**src/hw/rtl/json_key_value_extractor_assert.svh**
```systemverilog
// Assertion macros for the JSON key/value extractor modules.
// Used by files that check their own logic; expects clk and rst_n in scope.
`ifndef JSON_KEY_VALUE_EXTRACTOR_ASSERT_SVH
`define JSON_KEY_VALUE_EXTRACTOR_ASSERT_SVH
`ifndef SYNTHESIS
`define JKV_ASSERT_SAME(lbl, ante, cons) \
  lbl: assert property (@(posedge clk) disable iff (!rst_n) (ante) |-> (cons)) \
    else $error("jkv assertion failed");
`define JKV_ASSERT_NEXT(lbl, ante, cons) \
  lbl: assert property (@(posedge clk) disable iff (!rst_n) (ante) |=> (cons)) \
    else $error("jkv assertion failed");
`else
`define JKV_ASSERT_SAME(lbl, ante, cons)
`define JKV_ASSERT_NEXT(lbl, ante, cons)
`endif
`endif

```
**src/hw/rtl/jkv_pkg.sv**
```systemverilog
// Shared types, constants and helpers for the JSON key/value extractor.
// No dependencies.
`default_nettype none
package jkv_pkg;

  localparam int MAX_KEY_BYTES = 8;
  localparam int KEY_IDX_W     = 3;
  localparam int KEY_LEN_W     = 4;
  localparam int KEY_BITS      = 64;
  localparam int DEPTH_BITS    = 8;
  localparam int POS_W         = 32;
  localparam int CFG_IDX_W     = 2;
  localparam int CFG_DATA_W    = 64;

  localparam logic [CFG_IDX_W-1:0] REG_KEY_BYTES  = 2'd0;
  localparam logic [CFG_IDX_W-1:0] REG_KEY_LENGTH = 2'd1;

  localparam logic [7:0] CH_QUOTE     = 8'h22;
  localparam logic [7:0] CH_COLON     = 8'h3a;
  localparam logic [7:0] CH_COMMA     = 8'h2c;
  localparam logic [7:0] CH_LBRACE    = 8'h7b;
  localparam logic [7:0] CH_LBRACKET  = 8'h5b;
  localparam logic [7:0] CH_RBRACE    = 8'h7d;
  localparam logic [7:0] CH_RBRACKET  = 8'h5d;
  localparam logic [7:0] CH_BACKSLASH = 8'h5c;
  localparam logic [7:0] CH_TAB       = 8'h09;
  localparam logic [7:0] CH_CR        = 8'h0d;
  localparam logic [7:0] CH_LF        = 8'h0a;
  localparam logic [7:0] CH_SPACE     = 8'h20;

  typedef struct packed {
    logic [7:0] data_byte;
    logic       last_byte;
  } in_t;

  typedef struct packed {
    logic             found;
    logic [POS_W-1:0] value_start;
    logic [POS_W-1:0] value_length;
  } out_t;

  typedef struct packed {
    logic [KEY_BITS-1:0]  key_bytes;
    logic [KEY_LEN_W-1:0] key_length;
  } key_cfg_t;

  typedef struct packed {
    logic emit;
    out_t res;
  } scan_res_t;

  function automatic logic is_blank(input logic [7:0] b);
    return b inside {CH_SPACE, CH_TAB, CH_CR, CH_LF};
  endfunction

endpackage
`default_nettype wire

```
**src/hw/rtl/jkv_cfg.sv**
```systemverilog
// Key configuration registers of the JSON key/value extractor.
// Depends on jkv_pkg.
`default_nettype none
module jkv_cfg (
  input  wire                                clk,
  input  wire                                rst_n,
  input  wire                                cfg_valid,
  output logic                               cfg_ready,
  input  wire  [jkv_pkg::CFG_IDX_W-1:0]      cfg_index,
  input  wire  [jkv_pkg::CFG_DATA_W-1:0]     cfg_data,
  output jkv_pkg::key_cfg_t                  key
);

  logic [jkv_pkg::KEY_BITS-1:0]  key_bytes_r;
  logic [jkv_pkg::KEY_LEN_W-1:0] key_length_r;

  assign cfg_ready = 1'b1;

  always_ff @(posedge clk) begin
    if (!rst_n) begin
      key_bytes_r  <= '0;
      key_length_r <= '0;
    end else if (cfg_valid && cfg_ready) begin
      case (cfg_index)
        jkv_pkg::REG_KEY_BYTES:  key_bytes_r  <= cfg_data[jkv_pkg::KEY_BITS-1:0];
        jkv_pkg::REG_KEY_LENGTH: key_length_r <= cfg_data[jkv_pkg::KEY_LEN_W-1:0];
        default: ;
      endcase
    end
  end

  assign key.key_bytes  = key_bytes_r;
  assign key.key_length = key_length_r;

endmodule
`default_nettype wire

```
**src/hw/rtl/jkv_scan.sv**
```systemverilog
// Per-byte scanner: key match, colon search, value delimiting and result.
// Depends on jkv_pkg and json_key_value_extractor_assert.svh.
`default_nettype none
`include "json_key_value_extractor_assert.svh"
module jkv_scan (
  input  wire                   clk,
  input  wire                   rst_n,
  input  wire                   step,
  input  wire jkv_pkg::in_t      item,
  input  wire jkv_pkg::key_cfg_t key,
  output jkv_pkg::scan_res_t    result
);

  localparam logic [2:0] PH_SEARCH    = 3'd0;
  localparam logic [2:0] PH_KEY       = 3'd1;
  localparam logic [2:0] PH_PRECOLON  = 3'd2;
  localparam logic [2:0] PH_POSTCOLON = 3'd3;
  localparam logic [2:0] PH_VALUE     = 3'd4;
  localparam logic [2:0] PH_DONE      = 3'd5;

  localparam logic [jkv_pkg::DEPTH_BITS-1:0] DEPTH_MAX = '1;

  logic [2:0]                      phase_r, phase_nxt;
  logic [jkv_pkg::KEY_LEN_W-1:0]   match_r, match_nxt;
  logic [jkv_pkg::POS_W-1:0]       pos_r, pos_nxt;
  logic [jkv_pkg::POS_W-1:0]       start_r, start_nxt;
  logic [jkv_pkg::POS_W-1:0]       trim_r, trim_nxt;
  logic [jkv_pkg::DEPTH_BITS-1:0]  depth_r, depth_nxt;
  logic                            instr_r, instr_nxt;
  logic                            esc_r, esc_nxt;

  logic                            emit;
  jkv_pkg::out_t                   res;

  always_comb begin
    logic [7:0]                     b;
    logic [jkv_pkg::KEY_LEN_W-1:0]  klen;
    logic [7:0]                     kc;
    logic [jkv_pkg::POS_W-1:0]      pos_inc;
    logic                           srch;
    logic                           val_go;
    logic                           fresh;
    logic                           end_v;
    logic [jkv_pkg::DEPTH_BITS-1:0] depth_c;
    logic                           instr_c;
    logic                           esc_c;
    logic [jkv_pkg::POS_W-1:0]      start_c;
    logic [jkv_pkg::POS_W-1:0]      trim_c;

    b       = item.data_byte;
    klen    = (key.key_length > jkv_pkg::KEY_LEN_W'(jkv_pkg::MAX_KEY_BYTES))
              ? jkv_pkg::KEY_LEN_W'(jkv_pkg::MAX_KEY_BYTES) : key.key_length;
    kc      = key.key_bytes[{match_r[jkv_pkg::KEY_IDX_W-1:0], 3'b000} +: 8];
    pos_inc = pos_r + 1'b1;
    srch    = 1'b0;
    val_go  = 1'b0;
    fresh   = 1'b0;
    end_v   = 1'b0;

    phase_nxt = phase_r;
    match_nxt = match_r;
    pos_nxt   = pos_r;
    start_nxt = start_r;
    trim_nxt  = trim_r;
    depth_nxt = depth_r;
    instr_nxt = instr_r;
    esc_nxt   = esc_r;
    emit      = 1'b0;
    res       = '0;

    case (phase_r)
      PH_SEARCH: srch = 1'b1;
      PH_KEY: begin
        if (match_r < klen) begin
          if (b == kc) match_nxt = match_r + 1'b1;
          else         srch = 1'b1;
        end else if (b == jkv_pkg::CH_QUOTE) begin
          phase_nxt = PH_PRECOLON;
        end else begin
          srch = 1'b1;
        end
      end
      PH_PRECOLON: begin
        if (b == jkv_pkg::CH_COLON)    phase_nxt = PH_POSTCOLON;
        else if (!jkv_pkg::is_blank(b)) srch = 1'b1;
      end
      PH_POSTCOLON: begin
        if (!jkv_pkg::is_blank(b)) begin
          fresh     = 1'b1;
          val_go    = 1'b1;
          phase_nxt = PH_VALUE;
        end
      end
      PH_VALUE: val_go = 1'b1;
      default: ;
    endcase

    // the breaking byte may itself open a new candidate
    if (srch) begin
      if (b == jkv_pkg::CH_QUOTE) begin
        phase_nxt = PH_KEY;
        match_nxt = '0;
      end else begin
        phase_nxt = PH_SEARCH;
      end
    end

    depth_c = fresh ? '0 : depth_r;
    instr_c = fresh ? 1'b0 : instr_r;
    esc_c   = fresh ? 1'b0 : esc_r;
    start_c = fresh ? pos_r : start_r;
    trim_c  = fresh ? pos_r : trim_r;

    if (val_go) begin
      start_nxt = start_c;
      trim_nxt  = trim_c;
      depth_nxt = depth_c;
      instr_nxt = instr_c;
      esc_nxt   = esc_c;
      if (!instr_c) begin
        if (b == jkv_pkg::CH_QUOTE) begin
          instr_nxt = 1'b1;
        end else if (b inside {jkv_pkg::CH_LBRACE, jkv_pkg::CH_LBRACKET}) begin
          if (depth_c != DEPTH_MAX) depth_nxt = depth_c + 1'b1;
        end else if (b inside {jkv_pkg::CH_RBRACE, jkv_pkg::CH_RBRACKET}) begin
          if (depth_c == '0) end_v = 1'b1;
          else               depth_nxt = depth_c - 1'b1;
        end else if (b == jkv_pkg::CH_COMMA && depth_c == '0) begin
          end_v = 1'b1;
        end
      end else if (esc_c) begin
        esc_nxt = 1'b0;
      end else if (b == jkv_pkg::CH_BACKSLASH) begin
        esc_nxt = 1'b1;
      end else if (b == jkv_pkg::CH_QUOTE) begin
        instr_nxt = 1'b0;
      end

      if (end_v) begin
        emit             = 1'b1;
        res.found        = 1'b1;
        res.value_start  = start_c;
        res.value_length = trim_c - start_c;
        phase_nxt        = PH_DONE;
      end else if (!jkv_pkg::is_blank(b)) begin
        trim_nxt = pos_inc;
      end
    end

    if (item.last_byte) begin
      if (!emit && phase_nxt != PH_DONE) begin
        emit = 1'b1;
        if (phase_nxt == PH_POSTCOLON) begin
          res.found        = 1'b1;
          res.value_start  = pos_inc;
          res.value_length = '0;
        end else if (phase_nxt == PH_VALUE) begin
          res.found        = 1'b1;
          res.value_start  = start_nxt;
          res.value_length = trim_nxt - start_nxt;
        end
      end
      phase_nxt = PH_SEARCH;
      match_nxt = '0;
      pos_nxt   = '0;
      start_nxt = '0;
      trim_nxt  = '0;
      depth_nxt = '0;
      instr_nxt = 1'b0;
      esc_nxt   = 1'b0;
    end else begin
      pos_nxt = pos_inc;
    end
  end

  always_ff @(posedge clk) begin
    if (!rst_n) begin
      phase_r <= PH_SEARCH;
      match_r <= '0;
      pos_r   <= '0;
      start_r <= '0;
      trim_r  <= '0;
      depth_r <= '0;
      instr_r <= 1'b0;
      esc_r   <= 1'b0;
    end else if (step) begin
      phase_r <= phase_nxt;
      match_r <= match_nxt;
      pos_r   <= pos_nxt;
      start_r <= start_nxt;
      trim_r  <= trim_nxt;
      depth_r <= depth_nxt;
      instr_r <= instr_nxt;
      esc_r   <= esc_nxt;
    end
  end

  assign result.emit = emit;
  assign result.res  = res;

  // an escape is only ever pending inside a string
  `JKV_ASSERT_SAME(a_esc_in_string, esc_r, instr_r)
  `JKV_ASSERT_NEXT(a_pos_cleared, step && item.last_byte, pos_r == '0)
  `JKV_ASSERT_SAME(a_done_silent, phase_r == PH_DONE, !emit)

endmodule
`default_nettype wire

```
**src/hw/rtl/json_key_value_extractor.sv**
```systemverilog
// JSON key/value extractor
//
// Input channel (in_valid/in_ready/in_data): one text byte per transaction,
// with last_byte marking the final byte of a text. Result channel
// (out_valid/out_ready/out_data): at most one transaction per text giving
// found, value_start and value_length. Configuration channel
// (cfg_valid/cfg_ready/cfg_index/cfg_data): index 0 writes the 64-bit key
// characters, index 1 the key length; always ready, and meant to be written
// between texts.
//
// Throughput is one byte per cycle unless a result stalls: a byte goes from
// the input register through the scanner's state update. A result is
// registered in the output register when the scanner steps on its byte.
// If the receiver stalls with a result pending, bytes that produce no result
// keep flowing; a byte that would produce a second result waits in the input
// register, and in_ready drops until out_ready frees the output register.
// Reset (rst_n low, synchronous) clears both valid flags, the scan state and
// the key configuration.
// Depends on jkv_pkg, jkv_cfg, jkv_scan and json_key_value_extractor_assert.svh.
`default_nettype none
`include "json_key_value_extractor_assert.svh"
module json_key_value_extractor (
  input  wire                               clk,
  input  wire                               rst_n,
  input  wire                               in_valid,
  output logic                              in_ready,
  input  wire jkv_pkg::in_t                 in_data,
  output logic                              out_valid,
  input  wire                               out_ready,
  output jkv_pkg::out_t                     out_data,
  input  wire                               cfg_valid,
  output logic                              cfg_ready,
  input  wire  [jkv_pkg::CFG_IDX_W-1:0]     cfg_index,
  input  wire  [jkv_pkg::CFG_DATA_W-1:0]    cfg_data
);

  jkv_pkg::in_t       in_r;
  logic               in_valid_r;
  jkv_pkg::out_t      out_r;
  logic               out_valid_r;
  jkv_pkg::key_cfg_t  key;
  jkv_pkg::scan_res_t scan_res;
  logic               adv;

  jkv_cfg u_cfg (
    .clk       (clk),
    .rst_n     (rst_n),
    .cfg_valid (cfg_valid),
    .cfg_ready (cfg_ready),
    .cfg_index (cfg_index),
    .cfg_data  (cfg_data),
    .key       (key)
  );

  jkv_scan u_scan (
    .clk    (clk),
    .rst_n  (rst_n),
    .step   (adv),
    .item   (in_r),
    .key    (key),
    .result (scan_res)
  );

  // the held byte proceeds unless its result would hit a full, stalled output
  assign adv      = in_valid_r && (!scan_res.emit || !out_valid_r || out_ready);
  assign in_ready = !in_valid_r || adv;

  always_ff @(posedge clk) begin
    if (!rst_n) begin
      in_valid_r <= 1'b0;
    end else if (in_ready) begin
      in_valid_r <= in_valid;
    end
  end

  always_ff @(posedge clk) begin
    if (in_valid && in_ready) begin
      in_r <= in_data;
    end
  end

  always_ff @(posedge clk) begin
    if (!rst_n) begin
      out_valid_r <= 1'b0;
    end else if (adv && scan_res.emit) begin
      out_valid_r <= 1'b1;
    end else if (out_ready) begin
      out_valid_r <= 1'b0;
    end
  end

  always_ff @(posedge clk) begin
    if (adv && scan_res.emit) begin
      out_r <= scan_res.res;
    end
  end

  assign out_valid = out_valid_r;
  assign out_data  = out_r;

  `JKV_ASSERT_NEXT(a_result_lands, adv && scan_res.emit, out_valid_r)
  `JKV_ASSERT_SAME(a_no_overwrite, in_valid_r && scan_res.emit && out_valid_r && !out_ready, !in_ready)
  `JKV_ASSERT_SAME(a_miss_zeroed, out_valid_r && !out_r.found, out_r.value_start == '0 && out_r.value_length == '0)

endmodule
`default_nettype wire

```
**config.mk**
```make
export PLATFORM = sky130hd
export DESIGN_NAME = json_key_value_extractor
export DESIGN_NICKNAME = d
export VERILOG_FILES = /design/src/hw/rtl/jkv_pkg.sv /design/src/hw/rtl/jkv_cfg.sv /design/src/hw/rtl/jkv_scan.sv /design/src/hw/rtl/json_key_value_extractor.sv
export VERILOG_INCLUDE_DIRS = /design/src /design/src/hw/rtl
export SDC_FILE = /design/constraint.sdc
export NUM_CORES = 1
export LEC_CHECK = 0
export ABC_AREA = 0
export BUFFER_PORTS_ARGS = -buffer_cell sky130_fd_sc_hd__clkbuf_2
export CAP_MARGIN = 10
export CORE_UTILIZATION = 47
export CTS_CLUSTER_DIAMETER = 150
export DETAILED_ROUTE_END_ITERATION = 6
export PLACE_DENSITY = 0.74
export RECOVER_POWER = 50
export SYNTH_ARGS = -nofsm -noshare
export SYNTH_HDL_FRONTEND = slang
export SYNTH_SLANG_ARGS = --single-unit
```
**constraint.sdc**
```tcl
create_clock -name clk -period 5.6 [get_ports clk]
set_input_delay 0.56 -clock clk [delete_from_list [all_inputs] [get_ports clk]]
set_output_delay 0.56 -clock clk [all_outputs]
set_load 0.05 [all_outputs]
```
Word level (Yosys, flattened, before mapping) --
Index checks and enable logic that the tools add are counted.
Cells by class: $add $sub $neg 6, multiply operators 0, div/mod/pow operators 0, magnitude comparators 2, equal/unequal tests 22, shifts and indexed selects 1, mux-type cells 75, bitwise logic cells 0, reduce and logical (&&, ||, !) cells 23
Operators by type and width (count):
- 65-bit 2-to-1 mux | 6
- 32-bit 2-to-1 mux | 9
- 8-bit 2-to-1 mux | 9
- 64-bit by 7-bit variable part select with 8-bit output | 1
- 32-bit subtractor | 2
- 8-bit by 7-bit == test with 1-bit output, second input constant | 5
- 1-bit 2-to-1 mux | 33
- 32-bit by 1-bit adder with 32-bit output, second input constant | 1
- 8-bit by 6-bit == test with 1-bit output, second input constant | 4
- 4-bit 2-to-1 mux | 7
- 8-bit by 4-bit == test with 1-bit output, second input constant | 3
- 3-bit 2-to-1 mux | 8
- 3-bit by 2-bit == test with 1-bit output, second input constant | 3
- 3-bit one-hot mux with 3 select lines | 1
- 8-bit by 1-bit adder with 8-bit output, second input constant | 1
- 8-bit == test | 1
- 8-bit zero test | 1
- 8-bit inequality test, second input constant | 1
- 2-bit nonzero test | 4
- 8-bit by 1-bit subtractor with 8-bit output, second input constant | 1
- 3-bit == test, second input constant | 2
- 2-bit AND reduction | 3
- 1-bit logical AND | 5
- 4-bit by 1-bit adder with 4-bit output, second input constant | 1
- 12 further kinds | 17
Word-level totals: flip-flop bits (word level) 257, latch bits 0, bits in writable memories 0, bits in read-only memories 0, input port bits 80, output and inout bits 68, logic and storage cells 146, memories kept 0

Longest topological paths before layout --
word-level depth 25, gate-level depth with buffers 26, mapped depth without buffers 21

Modules after synthesis --
Synthesis repeated with hierarchy kept, for this count alone.
Second synthesis, totals: cells, all modules 2025, area total of the unflattened synthesis 17159.0 um^2
By module, submodules not included:
- jkv_scan | times used 1, cells each 1645, area an instance 12045.3 um^2, sequential area each 2262.2 um^2
- jkv_cfg | times used 1, cells each 294, area an instance 2773.9 um^2, sequential area each 1361.3 um^2
- json_key_value_extractor | times used 1, cells each 86, area an instance 2339.7 um^2, sequential area each 2262.2 um^2

Worst setup path before layout --
OpenSTA, ideal clock, no wires.
path type register -> register, start reg in_r[5] (netlist bit), end reg out_r (netlist bit out_data[28]) (data pin), setup time 0.257 ns, data arrival time 5.006 ns, required time 5.343 ns, setup slack 0.338 ns, stages on the path, launching flop included 27, path buffers 6, clock period less this slack 5.262 ns, cell sequence edfxtp_1 -> buf_2 -> nor3_1 -> o211ai_1 -> nand3_1 -> buf_2 -> buf_2 -> nand2_1 -> ha_1 -> nand3_1 -> clkbuf_1 -> o21a_1 -> clkbuf_1 -> buf_2 -> a21oi_1 -> or3_1 -> nand2_1 -> ha_1 -> a21o_1 -> a21oi_1 -> a2bb2oi_1 -> nand2_1 -> a21oi_1 -> o21ai_0 -> a221oi_1 -> mux2i_1 -> nand2_1
RTL lines:
- start: declaration | RTL line json_key_value_extractor.sv:37 | jkv_pkg::in_t in_r;
- start signal: assignment | RTL line json_key_value_extractor.sv:78 | in_r <= in_data;
- end signal: assignment | RTL line json_key_value_extractor.sv:94 | out_r <= scan_res.res;
- end: declaration | RTL line json_key_value_extractor.sv:39 | jkv_pkg::out_t out_r;

==> flow_metrics.tcl <==
set metrics [dict create \
    viasPerCell 6.03 \
    grt_usage_pct 26.2 \
    fp.coreArea_sq_um 35700 \
    cts_made_buffers 30 \
    layout-drive-gt1-share_pct 12.0 \
    critPathKind "register to register" \
    powerDensity_nw_per_um2 225 \
    ir_drop_uv 269 \
    final_cell_mix "nand2_1, nor2_1, dfxtp_1, a21oi_1, mux2i_1" \
    ys_warn_count 0 \
    grt_first_pass_wirelength_um 78300 \
    synth_edf_count 74 \
    rr_startpoint "in_r[6]$_DFFE_PP_" \
    grt_max_degree 85 \
    final_common_cell "nand2_1" \
    wl_per_cell_um 19.1 \
    syn-num-nets 2194 \
    drv_slew 33 \
    leakagePower_nw 7.89 \
    period_share_pct 94.7 \
    status "finished with violations" \
    hold_end "in_r[3]$_DFFE_PP_" \
    cap_violations 1 \
    synth.cell_area_sq_um 17200 \
    place_area_sq_um 18300 \
    ant_nets 0 \
    synth.avg_cell_area_sq_um 8.42 \
    critPathLaunchType "register" \
    die_height_um 193 \
    crit_arrival_ns 5.65 \
    synth_top_flop_cell "dfxtp_1" \
    portBuffers 146 \
    cts_root_buf "clkbuf_16" \
    crit_fanout 13 \
    num_io_pins 148 \
    setup_viol 0 \
    drt_iter0_markers 1509 \
    fin_setup_tns_ns 0 \
    maxSlewHeadroom_pct -17.8 \
    wl_um 50100 \
    cts_max_path_buffers 3 \
    fin_nets 2289 \
    die-area_sq_um 37300 \
    grt_pass1_vias 14800 \
    cp-end-kind "register" \
    gp_congestion 0.959 \
    ys_ff_latch 257 \
    stdcell_area_sq_um 19400 \
    reg2reg_depth 23 \
    period_needed_ns 5.30 \
    htreeDepth 1 \
    antenna_found_initial 0 \
    r2r_end "out_data[31]$_DFFE_PP_" \
    worstHoldStart "in_data[3]" \
    drtPass1Iterations 7 \
    initial_core_util_pct 48.0 \
    die_x_um 193 \
    clock-sinks 257 \
    synth_cells 2040 \
    tightest_slew_ns 1.77 \
    rrSetupSlack_ns 0.30 \
    dp_hpwl_um 34500 \
    cts.reportedPaths.clkPinSlew_ns 0.06 \
    cts_tree "yes" \
    area_growth_pct 12.8 \
    violations "design-rule violations, max-capacitance violations, max-slew violations" \
    hold_path_class "primary input to register" \
    overflow 0 \
    finalHoldViolations 0 \
    report.power.total_mw 4.37 \
    insertion_delay_ns 0.60 \
    seq_area_frac_synth_pct 34.3 \
    drc_errors 6 \
    async_reset_ff_share_pct 0 \
    cp.required_ns 5.95 \
    vias 15800 \
    rows 69 \
    fmax_mhz 189 \
    hold_depth 1 \
    diodes 0 \
    yosysUniqueCellTypes 88 \
    skew_ns 0.0126 \
]
-- per-stage QoR --
| stage | worst slack [ns] | hold slack, ns | std cells | util, % |
|---|---|---|---|---|
| 2_1_floorplan | 0.338 | 0.428 | 2040 | - |
| 3_3_place_gp | 0.164 | 0.435 | 2557 | 51.2 |
| 3_5_place_dp | -0.0211 | 0.442 | 2557 | 51.2 |
| 4_1_cts | 0.0421 | 0.115 | 2613 | 54.1 |
| 5_1_grt | -0.0434 | 0.113 | 2620 | 54.2 |
| 6_report | 0.295 | 0.135 | 2620 | 54.2 |
-- synth_stat cells, drive strengths merged (19+ instances only) --
| master | n | area (sq um) |
|---|---|---|
| xor2 | 46 | 403 |
| a21o | 31 | 233 |
| nor2 | 218 | 818 |
| inv | 43 | 161 |
| a21oi | 179 | 896 |
| buf | 46 | 285 |
| nand2b | 19 | 126 |
| dfxtp | 183 | 3660 |
| and3 | 22 | 138 |
| xnor2 | 51 | 447 |
| o21ai | 84 | 420 |
| mux2 | 25 | 282 |
| nand3 | 53 | 265 |
| edfxtp | 74 | 2220 |
| o21a | 19 | 143 |
| o22ai | 57 | 357 |
| nor2b | 28 | 175 |
| nand2 | 245 | 920 |
| ha | 72 | 901 |
| clkbuf | 100 | 375 |
| mux2i | 172 | 1720 |
| nand4 | 21 | 131 |
| nor3 | 21 | 105 |
-- kinds of logic (layout without fill, tap and decap cells) --
| family | Yosys count | count (layout) | synth area share (%) |
|---|---|---|---|
| AOI/OAI and AO/OA | 510 | 510 | 18.7 |
| xor gates and xnor gates | 97 | 97 | 4.95 |
| adders and majority gates | 74 | 74 | 5.48 |
| buffers and inverters | 190 | 309 | 4.81 |
| DFF | 257 | 257 | 34.3 |
| muxes | 205 | 205 | 12.7 |
| other | 1 | 1 | 0.0218 |
| and+or+nand+nor | 706 | 706 | 19.1 |
-- worst max path at each step --
| stage | startpoint | to | slack, ns |
|---|---|---|---|
| floorplan | in_r[5]$_DFFE_PP_ | out_data[28]$_DFFE_PP_ | 0.34 |
| global placement | in_r[6]$_DFFE_PP_ | out_data[28]$_DFFE_PP_ | 0.16 |
| detailed placement | in_r[6]$_DFFE_PP_ | out_data[31]$_DFFE_PP_ | -0.02 |
| CTS | in_r[6]$_DFFE_PP_ | out_data[31]$_DFFE_PP_ | 0.04 |
| global route | in_r[6]$_DFFE_PP_ | out_data[28]$_DFFE_PP_ | -0.04 |
| finish | in_r[6]$_DFFE_PP_ | out_data[31]$_DFFE_PP_ | 0.30 |
-- worst max-delay path, stage by stage, from the launching register on --
cell       delay (ns)
edfxtp_1         0.47
buf_4            0.20
nor4bb_4         0.31
a21boi_2         0.15
nand3_4          0.14
and2_2           0.20
inv_1            0.05
ha_1             0.24
nand3_2          0.12
o21a_2           0.31
buf_4            0.31
mux2_2           0.37
o21ai_1          0.22
ha_1             0.30
a21o_1           0.19
a21o_1           0.17
a21oi_1          0.25
o2bb2ai_1        0.13
a211oi_1         0.19
buf_4            0.18
o31ai_1          0.08
a21oi_1          0.19
mux2i_1          0.21
nand3_1          0.08
-- routing by layer --
metal	vias to the layer above	wire [um]	part of all wire (%)	global-route usage (%)
met5	-	0	0	0
met4	0	1890	3.8	10.2
li1	7526	-	-	-
met1	7445	21700	43	35.3
met2	705	22600	45	42.2
met3	118	3860	7.7	3.96
-- registers in the layout, indices dropped and copies added, names as in the netlist, 3 cells and up --
| name | flops |
|---|---|
| u_scan.match_r | 4 |
| u_scan.depth_r | 8 |
| u_scan.start_r | 32 |
| u_cfg.key_bytes_r | 64 |
| u_scan.trim_r | 32 |
| u_cfg.key_length_r | 4 |
| out_data | 65 |
| u_scan.pos_r | 32 |
| in_r | 9 |
| u_scan.phase_r | 3 |
-- where the power goes --
part	switching, mW	internal, mW	total (mW)
clock	0.873	1.20	2.07
combinational	0.226	0.0924	0.318
sequential	0.0221	1.95	1.97
total	1.12	3.24	4.37
-- what timing repair did --
action | 4_1_cts | 5_1_grt
hold buffers | 0 | 0
setup endpoints to repair | 3 | 14
resized for setup | 2 | 17
cloned | 0 | 1
pin swaps | 0 | 2
setup buffers | 0 | 6
-- area by class of cell --
cell class	count	area (sq um)
Sequential cell	257	5890
Tap cell	461	577
Clock inverter	19	221
Timing Repair Buffer	209	1150
Multi-Input combinational cell	1593	10500
Fill cell	3301	16400
Inverter	44	168
Clock buffer	37	828
Note: power is estimated with default switching activity, not from simulation.
